--- config.mk ---
export PLATFORM = sky130hd
export DESIGN_NAME = dbpsk_symbol_varicode_deframer_core
export DESIGN_NICKNAME = d
export VERILOG_FILES = /design/src/sv/dvd_pkg.sv /design/src/sv/dbpsk_symbol_varicode_deframer_core.sv /design/src/sv/dvd_diff_mult.sv /design/src/sv/dvd_framer.sv
export SDC_FILE = /design/constraint.sdc
export NUM_CORES = 2
export LEC_CHECK = 0
export BUFFER_PORTS_ARGS = -buffer_cell sky130_fd_sc_hd__buf_2
export CORE_UTILIZATION = 60
export CTS_BUF_LIST = sky130_fd_sc_hd__clkbuf_8
export DETAILED_ROUTE_END_ITERATION = 8
export GPL_TIMING_DRIVEN = 0
export PLACE_DENSITY = 0.77
export SLEW_MARGIN = 20
export SYNTH_ARGS = -nofsm -noshare
export SYNTH_HDL_FRONTEND = slang
export SYNTH_HIERARCHICAL = 1
export SYNTH_SLANG_ARGS = --single-unit
--- constraint.sdc ---
create_clock -name clk -period 7.3 [get_ports clk]
set_input_delay 1.46 -clock clk [delete_from_list [all_inputs] [get_ports clk]]
set_output_delay 1.46 -clock clk [all_outputs]
set_load 0.005 [all_outputs]
--- src/sv/dvd_pkg.sv ---
// Package with the shared types and fixed widths of the DBPSK varicode deframer.
package dvd_pkg;

    localparam int CODEWORD_W = 14;
    localparam int CODE_LEN_W = 4;
    localparam int ACCUM_W    = 15;
    localparam int CNT_W      = 5;

    typedef logic [CODEWORD_W-1:0] codeword_t;
    typedef logic [CODE_LEN_W-1:0] code_len_t;
    typedef logic [ACCUM_W-1:0]    accum_t;
    typedef logic [CNT_W-1:0]      cnt_t;

    typedef struct packed {
        logic valid;
        logic has_bit;
    } stage_ctl_t;

endpackage

--- src/sv/dbpsk_symbol_varicode_deframer_core.sv ---
// Top level of the DBPSK symbol decision and varicode deframer.
//
//   Channel | Handshake           | Payload
//   --------+---------------------+---------------------------
//   symbol  | in_valid, in_stall  | sym_i, sym_q
//   result  | out_valid, out_stall| codeword, codeword_len
//
// One symbol is accepted per cycle while in_stall is low. A symbol's products
// are registered in the input stage, and the decision and framing update then
// land in the result register. Reset clears the previous symbol, the framing
// state and both valid flags. A stalled result holds the result register, and
// the input stage then raises in_stall once it holds a request of its own.
module dbpsk_symbol_varicode_deframer_core #(
    parameter int SAMPLE_WIDTH  = 16,
    parameter int MAX_CODE_BITS = 14
) (
    input  logic                           clk,
    input  logic                           rst_n,
    input  logic                           in_valid,
    output logic                           in_stall,
    input  logic signed [SAMPLE_WIDTH-1:0] sym_i,
    input  logic signed [SAMPLE_WIDTH-1:0] sym_q,
    output logic                           out_valid,
    input  logic                           out_stall,
    output dvd_pkg::codeword_t             codeword,
    output dvd_pkg::code_len_t             codeword_len
);

    dvd_pkg::stage_ctl_t              stg;
    logic signed [2*SAMPLE_WIDTH-1:0] prod_i;
    logic signed [2*SAMPLE_WIDTH-1:0] prod_q;
    logic                             adv;
    logic                             take;

    assign in_stall = stg.valid && !adv;
    assign take     = in_valid && !in_stall;

    dvd_diff_mult #(
        .SAMPLE_WIDTH(SAMPLE_WIDTH)
    ) u_diff_mult (
        .clk    (clk),
        .rst_n  (rst_n),
        .take   (take),
        .adv    (adv),
        .sym_i  (sym_i),
        .sym_q  (sym_q),
        .stg    (stg),
        .prod_i (prod_i),
        .prod_q (prod_q)
    );

    dvd_framer #(
        .SAMPLE_WIDTH (SAMPLE_WIDTH),
        .MAX_CODE_BITS(MAX_CODE_BITS)
    ) u_framer (
        .clk          (clk),
        .rst_n        (rst_n),
        .stg          (stg),
        .prod_i       (prod_i),
        .prod_q       (prod_q),
        .out_stall    (out_stall),
        .adv          (adv),
        .out_valid    (out_valid),
        .codeword     (codeword),
        .codeword_len (codeword_len)
    );

endmodule

--- src/sv/dvd_diff_mult.sv ---
// Input stage: zero-vector substitution and the two products against the previous symbol.
module dvd_diff_mult #(
    parameter int SAMPLE_WIDTH = 16
) (
    input  logic                           clk,
    input  logic                           rst_n,
    input  logic                           take,
    input  logic                           adv,
    input  logic signed [SAMPLE_WIDTH-1:0] sym_i,
    input  logic signed [SAMPLE_WIDTH-1:0] sym_q,
    output dvd_pkg::stage_ctl_t            stg,
    output logic signed [2*SAMPLE_WIDTH-1:0] prod_i,
    output logic signed [2*SAMPLE_WIDTH-1:0] prod_q
);

    logic signed [SAMPLE_WIDTH-1:0]   si;
    logic signed [SAMPLE_WIDTH-1:0]   prev_i_reg;
    logic signed [SAMPLE_WIDTH-1:0]   prev_q_reg;
    logic                             primed_reg;
    dvd_pkg::stage_ctl_t              stg_reg;
    dvd_pkg::stage_ctl_t              stg_next;
    logic signed [2*SAMPLE_WIDTH-1:0] prod_i_reg;
    logic signed [2*SAMPLE_WIDTH-1:0] prod_q_reg;
    logic signed [2*SAMPLE_WIDTH-1:0] prod_i_next;
    logic signed [2*SAMPLE_WIDTH-1:0] prod_q_next;

    // A zero vector is treated as phase zero, i.e. the unit vector (1, 0).
    always_comb
    begin
        si = sym_i;
        if (sym_i == '0 && sym_q == '0)
        begin
            si = {{(SAMPLE_WIDTH-1){1'b0}}, 1'b1};
        end
        prod_i_next = (2*SAMPLE_WIDTH)'(prev_i_reg) * (2*SAMPLE_WIDTH)'(si);
        prod_q_next = (2*SAMPLE_WIDTH)'(prev_q_reg) * (2*SAMPLE_WIDTH)'(sym_q);
    end

    always_comb
    begin
        stg_next = stg_reg;
        if (take)
        begin
            stg_next.valid   = 1'b1;
            stg_next.has_bit = primed_reg;
        end
        else if (adv)
        begin
            stg_next.valid   = 1'b0;
            stg_next.has_bit = 1'b0;
        end
    end

    always_ff @(posedge clk or negedge rst_n)
    begin
        if (!rst_n)
        begin
            stg_reg    <= '0;
            primed_reg <= 1'b0;
            prev_i_reg <= '0;
            prev_q_reg <= '0;
        end
        else
        begin
            stg_reg <= stg_next;
            if (take)
            begin
                primed_reg <= 1'b1;
                prev_i_reg <= si;
                prev_q_reg <= sym_q;
            end
        end
    end

    always_ff @(posedge clk)
    begin
        if (take)
        begin
            prod_i_reg <= prod_i_next;
            prod_q_reg <= prod_q_next;
        end
    end

    assign stg    = stg_reg;
    assign prod_i = prod_i_reg;
    assign prod_q = prod_q_reg;

endmodule

--- src/sv/dvd_framer.sv ---
// Bit decision from the dot product, varicode framing and the result register.
module dvd_framer #(
    parameter int SAMPLE_WIDTH  = 16,
    parameter int MAX_CODE_BITS = 14
) (
    input  logic                             clk,
    input  logic                             rst_n,
    input  dvd_pkg::stage_ctl_t              stg,
    input  logic signed [2*SAMPLE_WIDTH-1:0] prod_i,
    input  logic signed [2*SAMPLE_WIDTH-1:0] prod_q,
    input  logic                             out_stall,
    output logic                             adv,
    output logic                             out_valid,
    output dvd_pkg::codeword_t               codeword,
    output dvd_pkg::code_len_t               codeword_len
);

    localparam int DOT_W = 2 * SAMPLE_WIDTH + 1;

    logic signed [DOT_W-1:0] dot;
    logic                    dbit;
    logic                    fire;

    dvd_pkg::accum_t    accum_reg;
    dvd_pkg::accum_t    accum_next;
    dvd_pkg::code_len_t count_reg;
    dvd_pkg::code_len_t count_next;
    logic               in_cw_reg;
    logic               in_cw_next;
    logic               zp_reg;
    logic               zp_next;
    logic               emit;
    logic               out_valid_reg;
    logic               out_valid_next;
    dvd_pkg::codeword_t codeword_reg;
    dvd_pkg::code_len_t len_reg;

    assign dot  = {prod_i[2*SAMPLE_WIDTH-1], prod_i} + {prod_q[2*SAMPLE_WIDTH-1], prod_q};
    assign dbit = !dot[DOT_W-1] && (dot != '0);
    assign adv  = !out_valid_reg || !out_stall;
    assign fire = stg.valid && adv;

    always_comb
    begin
        dvd_pkg::accum_t acc;
        dvd_pkg::cnt_t   cnt;
        acc        = accum_reg;
        cnt        = {1'b0, count_reg};
        accum_next = accum_reg;
        count_next = count_reg;
        in_cw_next = in_cw_reg;
        zp_next    = zp_reg;
        emit       = 1'b0;
        if (fire && stg.has_bit)
        begin
            if (dbit)
            begin
                if (zp_reg)
                begin
                    acc = {acc[dvd_pkg::ACCUM_W-2:0], 1'b0};
                    cnt = cnt + dvd_pkg::CNT_W'(1);
                end
                acc = {acc[dvd_pkg::ACCUM_W-2:0], 1'b1};
                cnt = cnt + dvd_pkg::CNT_W'(1);
                if (cnt > dvd_pkg::CNT_W'(MAX_CODE_BITS))
                begin
                    accum_next = '0;
                    count_next = '0;
                    in_cw_next = 1'b0;
                    zp_next    = 1'b0;
                end
                else
                begin
                    accum_next = acc;
                    count_next = cnt[dvd_pkg::CODE_LEN_W-1:0];
                    in_cw_next = 1'b1;
                    zp_next    = 1'b0;
                end
            end
            else if (in_cw_reg)
            begin
                if (zp_reg)
                begin
                    emit = (count_reg != '0) &&
                           ({1'b0, count_reg} <= dvd_pkg::CNT_W'(MAX_CODE_BITS));
                    accum_next = '0;
                    count_next = '0;
                    in_cw_next = 1'b0;
                    zp_next    = 1'b0;
                end
                else
                begin
                    zp_next = 1'b1;
                end
            end
        end
    end

    always_comb
    begin
        out_valid_next = out_valid_reg;
        if (emit)
        begin
            out_valid_next = 1'b1;
        end
        else if (!out_stall)
        begin
            out_valid_next = 1'b0;
        end
    end

    always_ff @(posedge clk or negedge rst_n)
    begin
        if (!rst_n)
        begin
            accum_reg     <= '0;
            count_reg     <= '0;
            in_cw_reg     <= 1'b0;
            zp_reg        <= 1'b0;
            out_valid_reg <= 1'b0;
        end
        else
        begin
            accum_reg     <= accum_next;
            count_reg     <= count_next;
            in_cw_reg     <= in_cw_next;
            zp_reg        <= zp_next;
            out_valid_reg <= out_valid_next;
        end
    end

    always_ff @(posedge clk)
    begin
        if (emit)
        begin
            codeword_reg <= accum_reg[dvd_pkg::CODEWORD_W-1:0];
            len_reg      <= count_reg;
        end
    end

    assign out_valid    = out_valid_reg;
    assign codeword     = codeword_reg;
    assign codeword_len = len_reg;

endmodule

==> metrics <==
status=finished clean; post-layout min period=7100 ps; CTS Buf Count=17; fin. max-slew vios=0; Max Fclk=0.141 GHz; clk sink count=138; cts hold-fix bufs=0; die height=215 µm; crit-path cells=buf_2 > inv_1 > clkbuf_2 > nor2_1 > fa_1 > fa_1 > fa_1 > fa_1 > fa_1 > inv_1 > fa_1 > inv_1 > ha_1 > a41oi_1 > o21ai_1 > a221oi_2 > a31oi_2 > o22a_2 > o31a_1 > mux2i_1 > nand2_1; Crit path depth=21; dpl hpwl=56600 µm; Setup crit end kind=flip-flop; CP Data Required Time=~7600 ps; leading area contributor after synthesis=fa_1; Worst R2R End=u_diff_mult/prod_i[30]$_DFFE_PP_; CTS Root Cell=clkbuf_8; PortBufs=41; drt total wl=67500 µm; Synth-to-Final Area Change=6.30%; routability cong.=0.968; Final Skew=35.3 ps; crit path launch type=input pin; first-iteration detailed-routing DRC count=1902; Initial Util=61.2%; Antenna Nets Post-Route=0; setup slack at placement=-1170 ps; initial antenna violation count=0; Synth Register Bits=138; Post-synth EDFFs=82; # diodes=0; CP most frequent cell=fa_1; Ports=56; reg2reg path depth=20; arrival time worst endpoint=7400 ps; Wirelength per Cell=19.4 µm; met3 Use GR=5.39%; # rows=between 70 and 80; layout cell share with drive strength beyond 1=8.16%; top-count cell post-synth=inv_1; Max Cap Viol=0; Yosys top cell area share=38.7%; core area=between 40000 and 50000 µm²; Remaining DRCs=0; number of global-route vias before repair=21200; Hold Path Class=reg2reg; GR Overflow Total=0; Final WS setup=197 ps; Clk Latency, worst-skew pair=570 ps; Setup CP Type=in2reg; First-pass DRT Iterations=5; buffers and inverters on the worst path=5; post-synth cell types=89; clk buf depth=2; Seq/Total Area, Yosys=14.2%; top post-synthesis cells by count=577 x inv_1, 525 x fa_1, 320 x nand2_1; HP Start=u_framer/accum_reg[13]$_DFFE_PN0P_; dominant cells by area after synthesis=fa_1 39%, ha_1 9.3%, edfxtp_1 9.1%; post-synthesis cell count=2809; setup slack, reg-to-reg=340 ps; Most Crowded Layer GR=met2; crit path launch=sym_i[15]; Avg Inst Size Synth=9.67 µm²; r2r startpoint=u_diff_mult/prev_i_reg[8]$_DFFE_PN0P_; Clock transition at path regs=~90 ps; max incr delay on CP=550 ps; final net count=roughly 3600; CP max stage cell=fa_1; CP Capture Point=u_diff_mult/prod_i[30]$_DFFE_PP_; DR vias/cell=approximately 5.7; Synth Net Count=3571; global routing met1 resource utilization=45.0%; Final setup violation count=0; CTS tree=built; die width=215 µm; worst-margin pin slew=1080 ps; maximum number of pins on one net before global-route repair=41; setup_tns=0 ps; Max FO, Critical Path=10; Synth Flop Type=edfxtp_1; H-Tree Depth=4; gr usage total=31.5%; vias=19900; Final Hold Vio Count=0; max_slew headroom=27.8%; mapped cell area=roughly 27000 µm²; met2 GRT Util=49.4%; period utilization=97.3%; first-pass GRT wire length=112000 µm; Worst path top cell family by delay=adder cells; ys async rst share=40.6%; yosys warns=6; Die Area=46100 µm²
[cells in the final DEF, fill, tap and decap left out, types with 11 or more instances in the layout]
cell type	n
o211ai_1	11
xnor2_1	63
o21a_1	13
buf_2	52
mux2i_1	16
a21o_1	30
nand2_1	320
a211oi_1	11
nand4_1	16
o21ai_1	17
nand2b_1	25
inv_1	580
xor2_1	18
clkbuf_1	48
clkbuf_8	18
nor4_1	12
a31oi_1	13
a21oi_1	66
nand3_1	23
nor2_1	74
dfrtp_1	56
buf_4	15
mux2_2	42
ha_1	200
clkbuf_2	27
fa_1	523
edfxtp_1	82
and2_1	232
o21ai_0	44
nor3_1	40
[kinds of logic after synthesis]
family          Yosys count  synth area share, %
flops                   138                 14.2
simple gates            805                 14.9
xor+xnor                 81                 2.61
compound gates          306                 7.91
mux                      64                 2.66
fa+ha+maj               726                 47.9
buf+inv                 689                 9.78
[repair_timing]
| item | in CTS | in global routing |
|---|---|---|
| cloned | 0 | 0 |
| setup buffers | 1 | 8 |
| pin swaps | 2 | 7 |
| endpoints found under the setup margin | 22 | 23 |
| resized for setup | 26 | 73 |
[final cells by class]
type / instances / area [µm²]
Inverter: 578 / 2170
Tap cell: 592 / 741
Fill cell: 3671 / 15500
Multi-Input combinational cell: 1982 / 20800
Buffer: 106 / 534
Sequential cell: 138 / 3860
Clock buffer: 18 / 248
Clock inverter: 14 / 181
Timing Repair Buffer: 55 / 360
[worst min path at each step]
stage	endpoint	slack, ps	cells past startpoint
global placement	u_framer/codeword_len[2]$_DFFE_PP_	430	0
global route	u_framer/codeword_len[2]$_DFFE_PP_	480	0
CTS	u_framer/codeword[13]$_DFFE_PP_	470	0
floorplan	u_framer/codeword_len[2]$_DFFE_PP_	420	0
detailed placement	u_framer/codeword_len[2]$_DFFE_PP_	440	0
finish	u_framer/codeword[13]$_DFFE_PP_	470	0
[routing by layer]
metal  wire length (µm)  up-vias
met5                  0        -
met3               5320       97
met1              29100    10200
met2              31600      727
met4               1510        0
li1                   -     8947
[through the flow]
step	cells	cell area (µm²)	hold slack, ps	util [%]
finish	3483	28900	466	65.0
global route	3483	28900	478	65.0
CTS	3477	28700	465	64.6
detailed placement	3447	28200	436	63.5
global placement	3442	28100	429	63.3
floorplan	2809	27200	423	-
Power is not shown: default switching activity piles up to over one toggle a cycle in this logic, so the estimate is an artifact.
